===== src/rtl/core/ncde_queue.sv =====
`timescale 1ns / 1ps
// ----------------------------------------------------------------------------
// ncde_queue
// Small FIFO that decouples the classifying front from the back pipeline.
// ----------------------------------------------------------------------------
module ncde_queue #(
   parameter int DATA_BITS = 8,
   parameter int DEPTH     = 4,
   localparam int PTR_BITS = (DEPTH > 1) ? $clog2(DEPTH) : 1,
   localparam int CNT_BITS = $clog2(DEPTH + 1)
) (
   input  logic                 clock,
   input  logic                 reset,
   input  logic                 push,
   input  logic [DATA_BITS-1:0] push_data,
   input  logic                 pop,
   output logic [DATA_BITS-1:0] pop_data,
   output logic                 full,
   output logic                 not_empty
);

   logic [DATA_BITS-1:0] slot_ff [DEPTH];
   logic [PTR_BITS-1:0]  wr_ptr_ff, wr_ptr_in;
   logic [PTR_BITS-1:0]  rd_ptr_ff, rd_ptr_in;
   logic [CNT_BITS-1:0]  count_ff, count_in;

   // pointer wrap and fill level
   always_comb begin
      wr_ptr_in = wr_ptr_ff;
      rd_ptr_in = rd_ptr_ff;
      count_in  = count_ff;
      if (push) begin
         wr_ptr_in = (wr_ptr_ff == PTR_BITS'(DEPTH - 1)) ? '0 : wr_ptr_ff + PTR_BITS'(1);
      end
      if (pop) begin
         rd_ptr_in = (rd_ptr_ff == PTR_BITS'(DEPTH - 1)) ? '0 : rd_ptr_ff + PTR_BITS'(1);
      end
      if (push && !pop) begin
         count_in = count_ff + CNT_BITS'(1);
      end else if (pop && !push) begin
         count_in = count_ff - CNT_BITS'(1);
      end
   end

   always_ff @(posedge clock) begin
      if (reset) begin
         wr_ptr_ff <= '0;
         rd_ptr_ff <= '0;
         count_ff  <= '0;
      end else begin
         wr_ptr_ff <= wr_ptr_in;
         rd_ptr_ff <= rd_ptr_in;
         count_ff  <= count_in;
      end
   end

   // storage
   always_ff @(posedge clock) begin
      if (push) begin
         slot_ff[wr_ptr_ff] <= push_data;
      end
   end

   assign pop_data  = slot_ff[rd_ptr_ff];
   assign full      = (count_ff == CNT_BITS'(DEPTH));
   assign not_empty = (count_ff != '0);

endmodule


===== config.mk =====
export PLATFORM = sky130hd
export DESIGN_NAME = ncde_queue
export DESIGN_NICKNAME = d
export VERILOG_FILES = /design/src/rtl/core/ncde_queue.sv
export SDC_FILE = /design/constraint.sdc
export NUM_CORES = 1
export LEC_CHECK = 0
export BUFFER_PORTS_ARGS = -buffer_cell sky130_fd_sc_hd__buf_4
export CAP_MARGIN = 5
export CORE_UTILIZATION = 55
export DETAILED_ROUTE_END_ITERATION = 6
export PLACE_DENSITY = 0.77
export SLEW_MARGIN = 40
export SYNTH_ARGS = -nofsm -noshare
export SYNTH_HDL_FRONTEND = slang
export SYNTH_SLANG_ARGS = --single-unit

===== constraint.sdc =====
create_clock -name clock -period 2 [get_ports clock]
set_input_delay 0.3 -clock clock [delete_from_list [all_inputs] [get_ports clock]]
set_output_delay 0.3 -clock clock [all_outputs]
set_load 0.01 [all_outputs]

-- Word-level counts from Yosys, hierarchy flattened
Memory sizes are Yosys's and may differ from the RTL's. A register that Yosys moved wholly into a read port is not among the register bits.
Index checks and enable logic that the tools add are counted.
Widths: inputs -> output; s select.
- bits in registers: 7
- bits in latches: 0
- memory bits (writable): 32
- memory bits (read-only): 0
- logic and storage cells: 25
- memories kept: 1
- memory list (memory ; depth ; bits a word ; rd ports ; clocked after memory_dff ; wr ports ; line ; text):
    slot_ff ; 4 ; 8 ; 1 ; 1 ; 1 ; 22 ; logic [DATA_BITS-1:0] slot_ff [DEPTH];
- add/sub/neg operators: 4
- multipliers: 0
- divide/modulo/power cells: 0
- magnitude comparators: 0
- equal/unequal tests: 3
- shift-type cells: 0
- multiplexer cells: 8
- bitwise operators: 0
- reduce and logical (&&, ||, !) cells: 6
- operator list (operator ; count):
    $mux 2 ; 4
    $mux 3 ; 2
    $add 2x1->2 const B ; 2
    $eq 2x2->1 const B ; 2
    $add 3x1->3 const B ; 1
    $eq 3x3->1 const B ; 1
    $reduce_bool 3->1 ; 1
    $sub 3x1->3 const B ; 1
    $logic_and 1x1->1 ; 2
    $logic_not 1->1 ; 2
    $mux 1 ; 2
    $reduce_bool 2->1 ; 1

-- Longest topological paths before layout
Gate-level depths: netlist of run 1.
- word-level depth: 4
- mapped depth: 7

-- Worst setup path after synthesis of run 1
No wires, ideal clock.
- path kind: input to register
- start point: input port pop
- end point: register count_ff[2]
- library setup time: 70 ps
- arrival time: 1492 ps
- data required time: 1930 ps
- setup slack: 438 ps
- stages: 7
- path through: inv_1 > ha_1 > inv_1 > fa_1 > xor2_1 > or3_1 > a21oi_1
- cells in the longest elaborated chain, start to end: 3
- ends and longest elaborated chain (element ; line ; text):
    start, declared ; 16 ; input logic pop,
    $logic_not 1->1 ; 38 ; if (push && !pop) begin
    $logic_and 1x1->1 ; 38 ;
    $mux 3 / $reduce_bool 2->1 (equally long branches) ; n/a ;
    end signal, assigned ; 53 ; count_ff <= count_in;
    end, declared ; 25 ; logic [CNT_BITS-1:0] count_ff, count_in;
Parallel ways exist; a longest one is shown, timed or not.
A chain may end at the register's enable or synchronous reset.

==> metrics.yaml, run 1 <==
synth:
  syn_inst: 86
  yosys.area.top_type: "edfxtp_1"
  synthTopCellsByArea: "edfxtp_1 60%, dfxtp_1 11%, mux4_2 11%, ha_1 4.7%, mux2i_1 2.5%"
  syn_area_um2: 1599
  synth-seq-cells: 41
  synth_area_per_cell_um2: 18.59
  ys_seq_area_share_pct: 71.36
  syn_nets: 105
  yosys_warnings: 0
  synth.top_cell.area_share_pct: 60.09
  yosysUniqueCellTypes: 16
global_routing:
  grt.total_usage_pct: 16.86
  antenna_found_initial: 0
  overflow: 0
  grt_max_degree: 14
  grt_pass1_vias: 824
  grt_pass1_wl_mm: 3.726
floorplanning:
  placementRows: 19
  die_w_um: 55.92
  core-area_um2: 2758
  die_y_um: 55.92
  dieArea_um2: 3127
  start_util_pct: 57.99
  ios: 22
clocking:
  cts_root_buf: "clkbuf_4"
  htreeDepth: 2
  cts_buffers: 5
  clk_latency_ps: 340
  post_cts_resized: 0
  clock_path_buffers: 2
  cts.sinks: 41
  cts_tree: "built"
  cts.clk_slew.worst_paths_ps: 110
  holdBufCountCts: 0
  post-cts-setup-buffers: 0
layout:
  final_common_cell: "edfxtp_1"
  fin_area_um2: 1889
  diodes: 0
  layout-drive-gt1-share_pct: 33.33
  nNetsFinal: 132
  layout_common_cells: "32 x edfxtp_1, 22 x buf_4, 9 x dfxtp_1"
  fin_util_pct: 68.51
  areaGrowthSynthToFinish_pct: 18.15
setup_path:
  path_max_fanout: 8
  crit_type: "reg2out"
  cp-start-kind: "register"
  arrival_ps: 1550
  worstSetupEndpointType: "primary output"
  required_ps: 1700
  rrSetupSlack_ps: 520
timing:
  worst_clock_skew_ps: 3.802
  slew_headroom_pct: 71.27
  maxSlewViolCount: 0
  rsz0062_at_grt: "false"
  finalSetupTns_ps: 0
  period_share_pct: 92.71
  worstMarginPinSlew_ps: 431.0
  hold_viol: 0
  min_period_ps: 1854
  setup_violations: 0
  max_freq_mhz: 539.3
place:
  place_hpwl_mm: 1.645
  port_buffers: 21
  place_area_um2: 1787
  gp_congestion: 0.7994
power:
  power_frac_clock_pct: 34.5
  leakage_nw: 0.7138
  pwr_density_cell_nw_per_um2: 983.9
  swShare_pct: 20.60
  intPower_mw: 1.476
  peakVddDrop_mv: 0.8673
  pwr-share-comb_pct: 11.8
  p_seq_share_pct: 53.7
  total_power_mw: 1.859
  switchingPower_uw: 382.9
detailed_routing:
  drc: 0
  routed_wl_mm: 2.323
  first_pass_iters: 4
  first_iter_violations: 20
  viasPerCell: 5.462
  avgRoutedWirePerCell_um: 16.02
  ant_nets: 0
  vias: 792
min_path:
  hold_path_class: "in2reg"
run:
  max_cap_viol_count: 0
run_status:
  outcome: "completed"
-- metal layers --
metal / GRT usage, % / vias up / share of wire, %
li1: - / 379 / -
met1: 19.73 / 385 / 42
met2: 27.19 / 22 / 50
met3: 7.442 / 6 / 6.3
met4: 7.317 / 0 / 2.2
met5: 0 / - / 0
-- path summary, 6_finish.rpt --
path / start / endpoint / cells past startpoint
hold reg to reg: count_ff[2] / count_ff[2] / 2
hold / removal: push_data[2] / slot_ff[0][2] / 1
setup / recovery: register / pop_data[4] / 3
setup reg to reg: count_ff[0] / count_ff[2] / 4
-- final cells by class --
cell class | instances | area [um^2]
Inverter | 4 | 15.01
Sequential cell | 41 | 1141
Multi-Input combinational cell | 39 | 426.7
Clock inverter | 3 | 65.06
Timing Repair Buffer | 22 | 165.2
Tap cell | 31 | 38.79
Clock buffer | 5 | 37.54
Fill cell | 190 | 868.3
-- synthesized netlist by cell type --
cell and n:
a21oi_1 2, and2_1 4, buf_6 1, clkbuf_2 1, dfxtp_1 9, edfxtp_1 32, fa_1 1, ha_1 6
inv_1 4, mux2i_1 4, mux4_2 8, nor2_1 7, nor3b_1 2, o21ai_0 1, or3_1 2, xor2_1 2
-- cells by family after synthesis --
family	count (synthesis)	synth area share (%)
AOI/OAI and AO/OA	3	0.9387
muxes	12	13.77
and+or+nand+nor	15	4.929
buffers and inverters	6	1.956
DFF	41	71.36
xor gates and xnor gates	2	1.096
adders and majority gates	7	5.947
-- sequential cells by signal, indices dropped and copies added, names as in the netlist, named ones only --
register / flops
rd_ptr_ff: 2
wr_ptr_ff: 2
slot_ff: 32
count_ff: 3
-- through the flow --
| stage | hold WS (ps) | instances | setup slack, ps |
|---|---|---|---|
| floorplan | 369.1 | 86 | 438.4 |
| global placement | 478.1 | 137 | 274.5 |
| detailed placement | 505.0 | 137 | 175.9 |
| CTS | 128.7 | 145 | 100.2 |
| global route | 119.2 | 145 | 59.82 |
| finish | 151.2 | 145 | 145.7 |
-- power groups by stage --
stage	sequential, mW	clock, mW	combinational (mW)
floorplan	1.01	0	0.134
global placement	1.02	0	0.216
detailed placement	1.02	0	0.223
CTS	0.998	0.661	0.225
global route	1.00	0.693	0.244
finish	0.997	0.642	0.220
-- worst max-delay path, cell delays in order, from the launching register on --
cell and delay (ps):
dfxtp_1 330, buf_4 200, mux4_2 530, buf_4 160
(Power assumes the default switching activity.)
==> run 2, diff against run 1 <==
- CELL_PAD_IN_SITES_DETAIL_PLACEMENT: not set -> 1
- CELL_PAD_IN_SITES_GLOBAL_PLACEMENT: not set -> 1
- CORE_UTILIZATION: 55 -> 47
==> run 2 against run 1 <==
Compared with the run above:
- first-iteration DRC count increased by 60%
- clock-buffer cell count is 2 higher
- register-to-register slack barely moved
- via count unchanged
- utilization down 9.3 points
- clock power decreased by 41%
- critical path depth is the same
- sequential power about the same
- combinational power increased by 2%
- routed wire length grew 12%
- sequential share of layout area grew 1.2 points
==> metrics.yaml, run 2 (same netlist as run 1, synthesis figures left out) <==
timing:
  period_share_pct: 92.27  # -0.44 points
  worstMarginPinSlew_ps: 437.4  # +6.398 ps
  setup_violations: 0  # unchanged
  fin_hold_ws_ps: 151.6  # +0.4680 ps
  finalSetupTns_ps: 0  # unchanged
  max_freq_mhz: 541.9  # +0.48%
  maxSlewViolCount: 0  # unchanged
  hold_viol: 0  # unchanged
  slew_headroom_pct: 70.84  # -0.43 points
  worst_clock_skew_ps: 8.922  # +5.120 ps
  min_period_ps: 1845  # -8.886 ps
  rsz0062_at_grt: "false"
min_path:
  whs_endpoint: "slot_ff[0][0]"
  hold_path_class: "in2reg"
  holdCritStartpoint: "push_data[0]"
  hold_depth: 1  # unchanged
run:
  max_cap_viol_count: 0  # unchanged
global_routing:
  overflow: 0  # unchanged
  antenna_found_initial: 0  # unchanged
  grt.total_usage_pct: 17.28  # +0.42 points
  grt_max_degree: 13  # -1
  grt_pass1_vias: 845  # +2.5%
  grt_pass1_wl_mm: 4.181  # +12%
detailed_routing:
  ant_nets: 0  # unchanged
  first_iter_violations: 32  # +60%
  viasPerCell: 5.013  # -8.2%
  vias: 792  # unchanged
  avgRoutedWirePerCell_um: 16.53  # +3.1%
  routed_wl_mm: 2.611  # +12%
  first_pass_iters: 2  # -2
  drc: 0  # unchanged
layout:
  nNetsFinal: 132  # unchanged
  reg_top3: "slot_ff: 32 flops, count_ff: 3 flops"
  ff_latch_area_um2: 1141  # unchanged
  areaGrowthSynthToFinish_pct: 15.81
  fillCellCount: 288  # +52%
  diodes: 0  # unchanged
  layout-drive-gt1-share_pct: 30.70  # -2.6 points
  largest_register: "slot_ff"
  largest_reg_flops: 32  # unchanged
  final_common_cell: "edfxtp_1"
  layout_common_cells: "32 x edfxtp_1, 22 x buf_4, 9 x dfxtp_1"
  multiInputGateArea_um2: 426.7  # unchanged
power:
  total_power_mw: 1.603  # -14%
  peakVddDrop_mv: 0.4726  # -46%
  leakage_nw: 0.6856  # -4.0%
  pwr_density_cell_nw_per_um2: 865.6  # -12%
run_status:
  outcome: "completed"
setup_path:
  required_ps: 1700  # about the same
  arrival_ps: 1550  # about the same
  crit_type: "reg2out"
  reg2regPathDepth: 4  # unchanged
  r2r-end: "count_ff[2]"
  cp-start-kind: "register"
  worstSetupEndpointType: "primary output"
  r2r-start: "count_ff[0]"
  path_max_fanout: 8  # unchanged
  rrSetupSlack_ps: 520  # about the same
place:
  place_hpwl_mm: 1.856  # +13%
  port_buffers: 21  # unchanged
  gp_congestion: 0.7590  # -5.1%
clocking:
  htreeDepth: 2  # unchanged
  cts.clk_slew.worst_paths_ps: 120  # about the same
  clk_latency_ps: 340  # about the same
  post_cts_resized: 0  # unchanged
  cts_root_buf: "clkbuf_4"
  cts_tree: "built"
  clock_path_buffers: 2  # unchanged
  cts.sinks: 41  # unchanged
  cts_buffers: 5  # unchanged
  post-cts-setup-buffers: 0  # unchanged
  holdBufCountCts: 0  # unchanged
floorplanning:
  start_util_pct: 51.12  # -6.9 points
  dieArea_um2: 3640  # +16%
  placementRows: 20  # +1
  die_y_um: 60.33  # +7.9%
  core-area_um2: 3128  # +13%
  die_w_um: 60.33  # +7.9%
  ios: 22  # unchanged
==> run 2: cell types whose count changed in the layout (fill, tap and decap cells not counted), sizes merged <==
cell,change
clkbuf,+2
bufinv,-2
==> run 2: power by group <==
part,internal (mW),switching [mW]
Clock,0.135,0.246
Combinational,0.121,0.104
Sequential,0.968,0.0291
Total,1.22,0.378
==> run 2: layout make-up <==
type                    instances  area share, %
repair buffers                 22          8.919
inverters                       4         0.8108
multi-input cells              39          23.04
clock buffers                   7          2.432
flip-flops and latches         41          61.62
well taps                      44          2.973
clock inverters                 1         0.2027
==> run 2: worst max-delay path, stage by stage, from the launching register on <==
cell and delay (ps):
dfxtp_1 320, buf_4 200, mux4_2 530, buf_4 160
==> run 2: layer usage <==
layer	track usage [%]	share of wire, %	up-vias
li1	-	-	379
met1	19.80	44	391
met2	29.36	50	17
met3	5.757	4.2	5
met4	7.973	1.8	0
met5	0	0	-
==> run 2: worst max path at each step <==
stage / to / startpoint / depth (start not counted)
detailed placement: count_ff[2] / pop / 8
global route: pop_data[4] / register / 3
global placement: count_ff[2] / pop / 8
CTS: pop_data[3] / register / 3
finish: pop_data[3] / register / 3
floorplan: count_ff[2] / pop / 7
==> run 2: through the flow <==
stage / cells / worst slack [ps] / utilization [%] / cell area (um^2)
global route: 158 / 57.71 / 59.20 / 1852
finish: 158 / 154.6 / 59.20 / 1852
detailed placement: 150 / 220.1 / 57.64 / 1803
floorplan: 86 / 438.4 / - / 1599
CTS: 158 / 123.7 / 59.20 / 1852
global placement: 150 / 264.9 / 57.64 / 1803
