## config.mk

```make
export PLATFORM = sky130hd
export DESIGN_NAME = ncde_front
export DESIGN_NICKNAME = d
export VERILOG_FILES = /design/src/rtl/core/ncde_pkg.sv /design/src/rtl/core/ncde_front.sv
export SDC_FILE = /design/constraint.sdc
export NUM_CORES = 1
export LEC_CHECK = 0
export ABC_CLOCK_PERIOD_IN_PS = 10400
export BUFFER_PORTS_ARGS = -buffer_cell sky130_fd_sc_hd__buf_4
export CAP_MARGIN = 20
export CORE_UTILIZATION = 55
export CTS_BUF_LIST = sky130_fd_sc_hd__clkbuf_8
export DETAILED_ROUTE_END_ITERATION = 12
export PLACE_DENSITY_LB_ADDON = 0.1
export SYNTH_ARGS = -nofsm -noshare
export SYNTH_HDL_FRONTEND = slang
export SYNTH_SLANG_ARGS = --single-unit
```

## constraint.sdc

```tcl
create_clock -name clock -period 10.4 [get_ports clock]
set_input_delay 2.6 -clock clock [delete_from_list [all_inputs] [get_ports clock]]
set_output_delay 2.6 -clock clock [all_outputs]
set_load 0.02 [all_outputs]
```

## src/rtl/core/ncde_pkg.sv

```systemverilog
`timescale 1ns / 1ps
// ----------------------------------------------------------------------------
// ncde_pkg
// Shared types, codes and constants of the 3x3 color-difference edge core.
// ----------------------------------------------------------------------------
package ncde_pkg;

   // Defaults for the top-level parameters
   localparam int MAX_WIDTH_DEFAULT    = 1024;
   localparam int CHANNEL_BITS_DEFAULT = 16;

   // Frame geometry
   localparam int MAX_HEIGHT         = 4096;
   localparam int CFG_WIDTH_BITS     = 11;
   localparam int HEIGHT_BITS        = 13;
   localparam int ROW_BITS           = 12;
   localparam int VROW_BITS          = 13;
   localparam int FRAME_WIDTH_RESET  = 640;
   localparam int FRAME_HEIGHT_RESET = 480;

   // Register port
   localparam int CSR_INDEX_BITS = 4;
   localparam int CSR_DATA_BITS  = 13;
   localparam logic [CSR_INDEX_BITS-1:0] CSR_FRAME_WIDTH  = 4'd0;
   localparam logic [CSR_INDEX_BITS-1:0] CSR_FRAME_HEIGHT = 4'd1;

   // Item kinds
   localparam logic KIND_PIXEL = 1'b0;
   localparam logic KIND_FLUSH = 1'b1;

   // Payload field widths
   localparam int IN_CHANNEL_BITS = 16;
   localparam int EDGE_BITS       = 37;
   localparam int OUT_COL_BITS    = 10;
   localparam int OUT_ROW_BITS    = 12;

   // Depth of the queue between front and back
   localparam int QUEUE_DEPTH = 4;

   // Neighbor order: left column top/mid/bottom, center top/bottom,
   // right column top/mid/bottom. Slot = window column, line = window row.
   localparam int NBR_COUNT = 8;
   localparam logic [1:0] NBR_SLOT [NBR_COUNT] =
      '{2'd0, 2'd0, 2'd0, 2'd1, 2'd1, 2'd2, 2'd2, 2'd2};
   localparam logic [1:0] NBR_LINE [NBR_COUNT] =
      '{2'd0, 2'd1, 2'd2, 2'd0, 2'd2, 2'd0, 2'd1, 2'd2};

   typedef struct packed {
      logic                       kind;
      logic [IN_CHANNEL_BITS-1:0] red;
      logic [IN_CHANNEL_BITS-1:0] green;
      logic [IN_CHANNEL_BITS-1:0] blue;
   } ncde_req_type;

   typedef struct packed {
      logic [EDGE_BITS-1:0]    edge_strength;
      logic [OUT_COL_BITS-1:0] pixel_column;
      logic [OUT_ROW_BITS-1:0] pixel_row;
      logic                    frame_last;
   } ncde_rsp_type;

   // What the front decided about one item
   typedef struct packed {
      logic                    has_result;
      logic [NBR_COUNT-1:0]    nbr_mask;
      logic [OUT_COL_BITS-1:0] column;
      logic [OUT_ROW_BITS-1:0] row;
      logic                    last;
   } ncde_meta_type;

endpackage

```

## src/rtl/core/ncde_front.sv

```systemverilog
`timescale 1ns / 1ps
// ----------------------------------------------------------------------------
// ncde_front
// Accepts items, tracks the raster position and the drain, holds the frame
// registers and classifies each item for the back pipeline.
// ----------------------------------------------------------------------------
module ncde_front #(
   parameter int MAX_WIDTH    = ncde_pkg::MAX_WIDTH_DEFAULT,
   parameter int CHANNEL_BITS = ncde_pkg::CHANNEL_BITS_DEFAULT,
   localparam int COL_BITS = $clog2(MAX_WIDTH)
) (
   input  logic                                   clock,
   input  logic                                   reset,
   // item channel
   input  logic                                   req_valid,
   output logic                                   req_stall,
   input  ncde_pkg::ncde_req_type                 req_data,
   // register port
   input  logic                                   csr_valid,
   output logic                                   csr_ready,
   input  logic [ncde_pkg::CSR_INDEX_BITS-1:0]    csr_index,
   input  logic [ncde_pkg::CSR_DATA_BITS-1:0]     csr_data,
   // command toward the queue
   input  logic                                   queue_full,
   output logic                                   cmd_push,
   output logic [COL_BITS-1:0]                    cmd_col,
   output logic [2:0][CHANNEL_BITS-1:0]           cmd_pix,
   output ncde_pkg::ncde_meta_type                cmd_meta
);

   import ncde_pkg::*;

   localparam int WBITS     = $clog2(MAX_WIDTH + 1);
   localparam int PEND_BITS = $clog2(MAX_WIDTH + 2);

   logic [CFG_WIDTH_BITS-1:0] cfg_width_ff;
   logic [HEIGHT_BITS-1:0]    cfg_height_ff;
   logic [WBITS-1:0]          w_eff;
   logic [HEIGHT_BITS-1:0]    h_eff;

   logic [COL_BITS-1:0]  col_ff, col_in;
   logic [ROW_BITS-1:0]  row_ff, row_in;
   logic [PEND_BITS-1:0] pend_ff, pend_in;

   logic                 csr_fire, accept, is_flush, drop, wrap;
   logic [PEND_BITS-1:0] drain_pos;
   logic [COL_BITS-1:0]  v_col;
   logic [VROW_BITS-1:0] v_row;
   logic [WBITS-1:0]     col_inc;
   logic [VROW_BITS-1:0] row_inc;
   logic                 pre, left_ok, right_ok, top_ok, bot_ok;
   logic [2:0]           slot_ok, line_ok;

   assign csr_ready = 1'b1;
   assign csr_fire  = csr_valid && csr_ready;
   assign req_stall = queue_full;
   assign accept    = req_valid && !queue_full;

   // effective frame size, clamped
   always_comb begin
      if (cfg_width_ff == '0) begin
         w_eff = WBITS'(1);
      end else if (32'(cfg_width_ff) > MAX_WIDTH) begin
         w_eff = WBITS'(MAX_WIDTH);
      end else begin
         w_eff = WBITS'(cfg_width_ff);
      end
      if (cfg_height_ff == '0) begin
         h_eff = HEIGHT_BITS'(1);
      end else if (32'(cfg_height_ff) > MAX_HEIGHT) begin
         h_eff = HEIGHT_BITS'(MAX_HEIGHT);
      end else begin
         h_eff = cfg_height_ff;
      end
   end

   // virtual position of the item and next raster position
   always_comb begin
      is_flush  = (req_data.kind == KIND_FLUSH);
      drop      = is_flush && (pend_ff == '0);
      wrap      = (WBITS'(col_ff) >= w_eff) || (HEIGHT_BITS'(row_ff) >= h_eff);
      drain_pos = PEND_BITS'(w_eff) + PEND_BITS'(1) - pend_ff;
      col_in    = col_ff;
      row_in    = row_ff;
      pend_in   = pend_ff;
      col_inc   = '0;
      row_inc   = '0;
      if (is_flush) begin
         // drain tick: an out-of-frame pixel past the last row
         if (drain_pos < PEND_BITS'(w_eff)) begin
            v_col = COL_BITS'(drain_pos);
            v_row = h_eff;
         end else begin
            v_col = '0;
            v_row = h_eff + VROW_BITS'(1);
         end
         if (!drop) begin
            pend_in = pend_ff - PEND_BITS'(1);
         end
      end else begin
         v_col   = wrap ? '0 : col_ff;
         v_row   = wrap ? '0 : VROW_BITS'(row_ff);
         pend_in = '0;
         col_inc = WBITS'(v_col) + WBITS'(1);
         row_inc = v_row + VROW_BITS'(1);
         if (col_inc >= w_eff) begin
            col_in = '0;
            if (row_inc >= h_eff) begin
               row_in  = '0;
               pend_in = PEND_BITS'(w_eff) + PEND_BITS'(1);
            end else begin
               row_in = ROW_BITS'(row_inc);
            end
         end else begin
            col_in = COL_BITS'(col_inc);
         end
      end
   end

   // classification: which centre is finished and which neighbors count.
   // At column zero the centre is the end of the row before last; otherwise
   // it is one column back on the previous row.
   always_comb begin
      pre = (v_col == '0);
      cmd_meta = '0;
      if (pre) begin
         cmd_meta.has_result = (v_row >= VROW_BITS'(2)) &&
                               ((v_row <= h_eff) || (v_row == h_eff + VROW_BITS'(1)));
         left_ok  = (w_eff >= WBITS'(2));
         right_ok = 1'b0;
         top_ok   = (v_row >= VROW_BITS'(3));
         bot_ok   = (v_row <= h_eff);
         cmd_meta.last   = (v_row == h_eff + VROW_BITS'(1));
         cmd_meta.column = OUT_COL_BITS'(w_eff - WBITS'(1));
         cmd_meta.row    = OUT_ROW_BITS'(v_row - VROW_BITS'(2));
      end else begin
         cmd_meta.has_result = (v_row >= VROW_BITS'(1)) && (v_row <= h_eff);
         left_ok  = (v_col >= COL_BITS'(2));
         right_ok = 1'b1;
         top_ok   = (v_row >= VROW_BITS'(2));
         bot_ok   = (v_row < h_eff);
         cmd_meta.last   = 1'b0;
         cmd_meta.column = OUT_COL_BITS'(v_col - COL_BITS'(1));
         cmd_meta.row    = OUT_ROW_BITS'(v_row - VROW_BITS'(1));
      end
      slot_ok = {right_ok, 1'b1, left_ok};
      line_ok = {bot_ok, 1'b1, top_ok};
      for (int n = 0; n < NBR_COUNT; n++) begin
         cmd_meta.nbr_mask[n] = slot_ok[NBR_SLOT[n]] && line_ok[NBR_LINE[n]];
      end
   end

   assign cmd_push   = accept && !drop;
   assign cmd_col    = v_col;
   assign cmd_pix[2] = is_flush ? '0 : CHANNEL_BITS'(req_data.red);
   assign cmd_pix[1] = is_flush ? '0 : CHANNEL_BITS'(req_data.green);
   assign cmd_pix[0] = is_flush ? '0 : CHANNEL_BITS'(req_data.blue);

   // registers and position state; a write to either frame register restarts the frame
   always_ff @(posedge clock) begin
      if (reset) begin
         cfg_width_ff  <= CFG_WIDTH_BITS'(FRAME_WIDTH_RESET);
         cfg_height_ff <= HEIGHT_BITS'(FRAME_HEIGHT_RESET);
         col_ff        <= '0;
         row_ff        <= '0;
         pend_ff       <= '0;
      end else if (csr_fire) begin
         unique case (csr_index)
            CSR_FRAME_WIDTH: begin
               cfg_width_ff <= csr_data[CFG_WIDTH_BITS-1:0];
               col_ff       <= '0;
               row_ff       <= '0;
               pend_ff      <= '0;
            end
            CSR_FRAME_HEIGHT: begin
               cfg_height_ff <= csr_data[HEIGHT_BITS-1:0];
               col_ff        <= '0;
               row_ff        <= '0;
               pend_ff       <= '0;
            end
            default: begin
            end
         endcase
      end else if (accept) begin
         col_ff  <= col_in;
         row_ff  <= row_in;
         pend_ff <= pend_in;
      end
   end

endmodule

```

## After elaboration in Yosys (flattened, before gate mapping)

Cells that the tools add are included.

- Register bits after elaboration: 57
- Input port bits: 71
- Logic and storage cells: 97
- Output and inout port bits: 93

- Reduce and logical (&&, ||, !) cells: 26
- Equal/unequal tests: 5
- Mux-type cells: 37
- Order comparisons: 14
- Add/subtract/negate cells: 10

Operators with widths:

| cell | count |
|---|---|
| two-way mux 11 bit | 9 |
| two-way mux 12 bit | 7 |
| two-way mux 10 bit | 8 |
| two-way mux 13 bit | 4 |
| two-way mux 16 bit | 3 |
| greater-or-equal comparator 13 x 2 -> 1 bit, second input constant | 2 |
| two-way mux 23 bit | 1 |
| logical NOT 11 bit | 2 |
| subtractor 10 x 1 -> 10 bit, second input constant | 2 |
| adder 12 x 1 -> 13 bit, second input constant | 1 |
| adder 13 x 1 -> 13 bit, second input constant | 1 |
| equality test 13 bit | 1 |
| greater-or-equal comparator 12 x 13 -> 1 bit | 1 |
| greater-or-equal comparator 13 x 1 -> 1 bit, second input constant | 1 |
| greater-or-equal comparator 13 bit | 1 |
| greater-than comparator 13 bit, second input constant | 1 |
| <= comparator 13 bit | 1 |
| logical NOT 13 bit | 1 |
| less-than comparator 13 bit | 1 |
| subtractor 12 x 1 -> 12 bit, second input constant | 1 |
| subtractor 12 x 2 -> 12 bit, second input constant | 1 |
| adder 10 x 1 -> 11 bit, second input constant | 1 |
| adder 11 x 1 -> 11 bit, second input constant | 1 |
| greater-or-equal comparator 10 x 11 -> 1 bit | 1 |
| 22 further kinds | 39 |

## Longest topological paths before layout

- Depth in word-level cells: 13
- Mapped depth: 35
- Mapped depth without buffers: 33

## Worst setup path before layout

No wires, ideal clock.

- Path type: flip-flop to output port
- Start point: reg cfg_width_ff[8]
- End point: out cmd_meta[31] (netlist bit)
- Stages on the path, launching flop included: 30
- Required time: 7800 ps
- Arrival: 6748 ps
- Path buffers: 2
- Path slack: 1052 ps
- Cell sequence: dfxtp_1 clkbuf_1 nor2_1 a41oi_1 nor2_1 and3_1 and4_1 nand3_1 xnor2_1 ha_1 or3_4 o221a_1 o31a_1 or3_4 and2_1 ha_1 nand2_1 o21a_1 clkbuf_1 nand2_1 xnor2_1 mux2i_1 inv_1 ha_1 a41oi_1 o21ai_0 a2111oi_0 o2111ai_1 nor2_1 o32a_1

RTL lines:

| element | RTL line | text |
|---|---|---|
| start: declaration | ncde_front.sv:36 | `logic [CFG_WIDTH_BITS-1:0] cfg_width_ff;` |
| start signal: assignment | ncde_front.sv:162 | `cfg_width_ff <= CFG_WIDTH_BITS'(FRAME_WIDTH_RESET);` |
| start signal: assignment | ncde_front.sv:170 | `cfg_width_ff <= csr_data[CFG_WIDTH_BITS-1:0];` |
| end: declaration | ncde_front.sv:28 | `output ncde_pkg::ncde_meta_type cmd_meta` |

==> flow_metrics.py <==
metrics = {
    "outcome": {
        "status": "finished clean",
    },
    "critical_path": {
        "critPathKind": "flop to output port",
        "critPathMaxStageDelay_ns": 0.45,
        "worstSetupEndpointType": "output port",
        "crit_required_ns": 7.80,
        "crit_top_cell": "ha_1",
        "start_kind": "flop",
        "arrival_ns": 7.39,
        "crit_fanout": 10,
        "slowest_stage": "nor2_1",
    },
    "synthesis": {
        "synth_cell_types": 83,
        "netlist_instances": 1072,
        "ys_seq_area_frac": 0.148,
        "yosysWarnings": 0,
        "ys_ff_latch": 57,
        "synth.cell_area_um2": 7730,
        "synth_edf_count": 0,
        "synth_top_flop_cell": "dfxtp_1",
        "synthArstFlopShare": 0,
        "syn-mean-instance-area_um2": 7.21,
        "syn-num-nets": 1238,
    },
    "timing": {
        "maxSlewViolCount": 0,
        "finalSetupViolCount": 0,
        "period_needed_ns": 9.99,
        "whs_ns": 0.512,
        "layout_setup_ws_ns": 0.405,
        "finClkSkew_ns": 0.0240,
        "slew_headroom": 0.430,
        "fin_crit_sh": 0.961,
        "max_clock_freq_mhz": 100,
        "tns_ns": 0,
        "rsz0062_at_grt": "no",
        "finalHoldViolCount": 0,
        "worst-slew-pin-transition_ns": 0.855,
    },
    "hold_path": {
        "min-delay-path-class": "flop to flop",
    },
    "floorplan": {
        "ios": 164,
        "rows": 42,
        "core_region_area_um2": 13500,
        "chipHeight_um": 121,
        "die_x_um": 121,
        "start_util": 0.574,
        "die_area_um2": 14500,
    },
    "detailed_routing": {
        "wirelength_mm": 28.0,
        "drc": 0,
        "ant_nets": 0,
        "routedWlPerCell_um": 20.2,
        "vias_per_cell": 6.43,
        "num_vias": 8935,
        "drtPass1Iterations": 6,
        "drt-initial-drc-count": 893,
    },
    "placement": {
        "hpwl_mm": 22.2,
        "port_buffers": 162,
        "post-place-ws_ns": 0.917,
        "place_congestion": 1.01,
    },
    "clock_tree": {
        "cts_max_path_buffers": 2,
        "clock-sinks": 57,
        "cts_tree": "done",
        "post_cts_buffers": 0,
        "cts_made_buffers": 9,
        "htreeDepth": 3,
        "clk_pin_slew_ns": 0.08,
        "cts_root_buffer": "clkbuf_8",
        "worst_skew_pair.late_latency_ns": 0.39,
    },
    "power": {
        "p_sw_frac": 0.448,
        "leakage_uw": 0.00412,
        "power.internal_uw": 573,
        "power.density_nw_per_um2": 112,
        "max-vdd-ir-drop_mv": 0.0702,
        "seqPwrFrac": 0.219,
        "combPwrFrac": 0.544,
        "total_power_uw": 1040,
        "clkPwrFrac": 0.237,
        "p_switching_uw": 465,
    },
    "finish": {
        "fin_nets": 1373,
        "drive_above_1_share": 0.174,
        "fillers": 1231,
        "multi_input_area_um2": 6130,
        "fin_util": 0.689,
        "area_delta_synth_final_pct": 20.0,
        "area.sequential_um2": 1140,
    },
    "global_routing": {
        "grt_pass1_wl_mm": 43.0,
        "grt_max_degree": 77,
        "grt_antenna_before_repair": 1,
        "grt_remaining_overflow": 0,
        "grt_usage": 0.381,
        "first_global_vias": 8202,
    },
    "job": {
        "maxCapViolCount": 0,
    },
}
==> critical path, delay by kind of cell (launching register included) <==
| family | cells | cell delay, ns |
|---|---|---|
| fa+ha+maj | 3 | 0.79 |
| flops | 1 | 0.38 |
| compound gates | 12 | 2.92 |
| buf+inv | 1 | 0.19 |
| xor+xnor | 1 | 0.19 |
| simple gates | 10 | 2.57 |
==> sequential cells by signal, summed over array words and instances (netlist names) <==
signal and flops:
cfg_height_ff 13, cfg_width_ff 11, col_ff 10, pend_ff 11, row_ff 12
==> metrics by stage <==
stage                     area (µm²)  cells
final                           9270   1389
after global routing            9270   1389
after CTS                       9250   1387
after detailed placement        9030   1371
after global placement          9030   1371
after floorplan                 7730   1072
==> synthesized netlist by cell type, types with 3 or more instances <==
master       n  share of area
and4_1       3         0.0034
nor3_1      30          0.019
a22oi_1     15          0.015
o2bb2ai_1    8         0.0091
and3_1      19          0.015
a32oi_1      3         0.0034
or3_1        4         0.0032
a21oi_1     73          0.047
nand2_1    114          0.055
o31ai_1      5         0.0049
nand2b_1    18          0.015
a41oi_1      3         0.0034
mux2i_1      4         0.0052
a2111oi_0    5         0.0057
o21ai_0     26          0.017
a22o_1      17          0.019
nand4_1     19          0.015
ha_1        94           0.15
nor2b_1     63          0.051
o211ai_1    10         0.0097
o21ai_1      3         0.0019
inv_1       54          0.026
o21a_1      17          0.017
o2111ai_1    3         0.0034
clkbuf_1    39          0.019
buf_4        6         0.0058
and2_1       8         0.0065
xor2_1      26          0.029
o22ai_1      7         0.0057
nor4_1      15          0.012
dfxtp_1     57           0.15
a211o_1      4         0.0045
nor2_1      99          0.048
o311ai_0     4         0.0045
nand3_1     31          0.020
nand3b_1     8         0.0078
a211oi_1     9         0.0087
a31oi_1     20          0.016
a221oi_1     3         0.0034
a21o_1      22          0.021
xnor2_1     40          0.045
a311oi_1     4         0.0045
buf_2        6         0.0039
==> layer usage <==
layer	track usage	share of wire	routed length (µm)
met5	0	0	0
met4	0.192	0.040	1130
met2	0.598	0.44	12400
met1	0.489	0.41	11400
met3	0.0835	0.11	3140
==> path summary, 6_finish.rpt <==
check / to / slack, ns / start / depth (start not counted)
hold / removal: cfg_height_ff[9] / 0.51 / cfg_height_ff[9] / 2
hold reg to reg: cfg_height_ff[9] / 0.51 / cfg_height_ff[9] / 2
setup / recovery: cmd_meta[19] / 0.41 / cfg_width_ff[2] / 27
setup reg to reg: col_ff[0] / 4.56 / cfg_height_ff[12] / 21
==> final cells by class <==
class,count,share of cell area
inverter,58,0.0238
antenna,1,0.000270
tap,176,0.0238
multi-input combinational,903,0.661
clock buffer,9,0.0134
clock inverter,7,0.0103
timing repair buffer,178,0.144
sequential,57,0.123
==> power groups by stage <==
stage | sequential [µW] | clock, µW | combinational [µW]
2_1_floorplan | 229 | 0 | 357
3_3_place_gp | 232 | 0 | 550
3_5_place_dp | 232 | 0 | 549
4_1_cts | 227 | 244 | 552
5_1_grt | 227 | 254 | 597
6_report | 227 | 246 | 565
==> layout by cell type (no fill, tap or decap), types with 19 or more instances in the layout <==
cell / n
nor2b_1: 63
nand4_1: 19
ha_1: 94
dfxtp_1: 57
a21o_1: 22
nor2_1: 99
inv_1: 54
o21ai_0: 26
a31oi_1: 20
a21oi_1: 73
nand2_1: 114
nand3_1: 31
xnor2_1: 40
buf_4: 177
xor2_1: 26
nor3_1: 30
and3_1: 19
==> repair_timing <==
action / 4_1_cts / 5_1_grt
hold buffers: 0 / 0
setup endpoints to repair: 0 / 4
resized for setup: 0 / 2
==> kinds of logic after synthesis <==
family / count (synthesis) / synth area share
flip-flops: 57 / 0.148
AND/OR/NAND/NOR: 446 / 0.290
AO/OA/AOI/OAI: 290 / 0.264
other: 1 / 0.000485
buffers and inverters: 112 / 0.0607
adder cells (fa/ha/maj): 95 / 0.155
multiplexers: 4 / 0.00518
XOR/XNOR: 67 / 0.0777
Note: power is estimated with default switching activity, not from simulation.
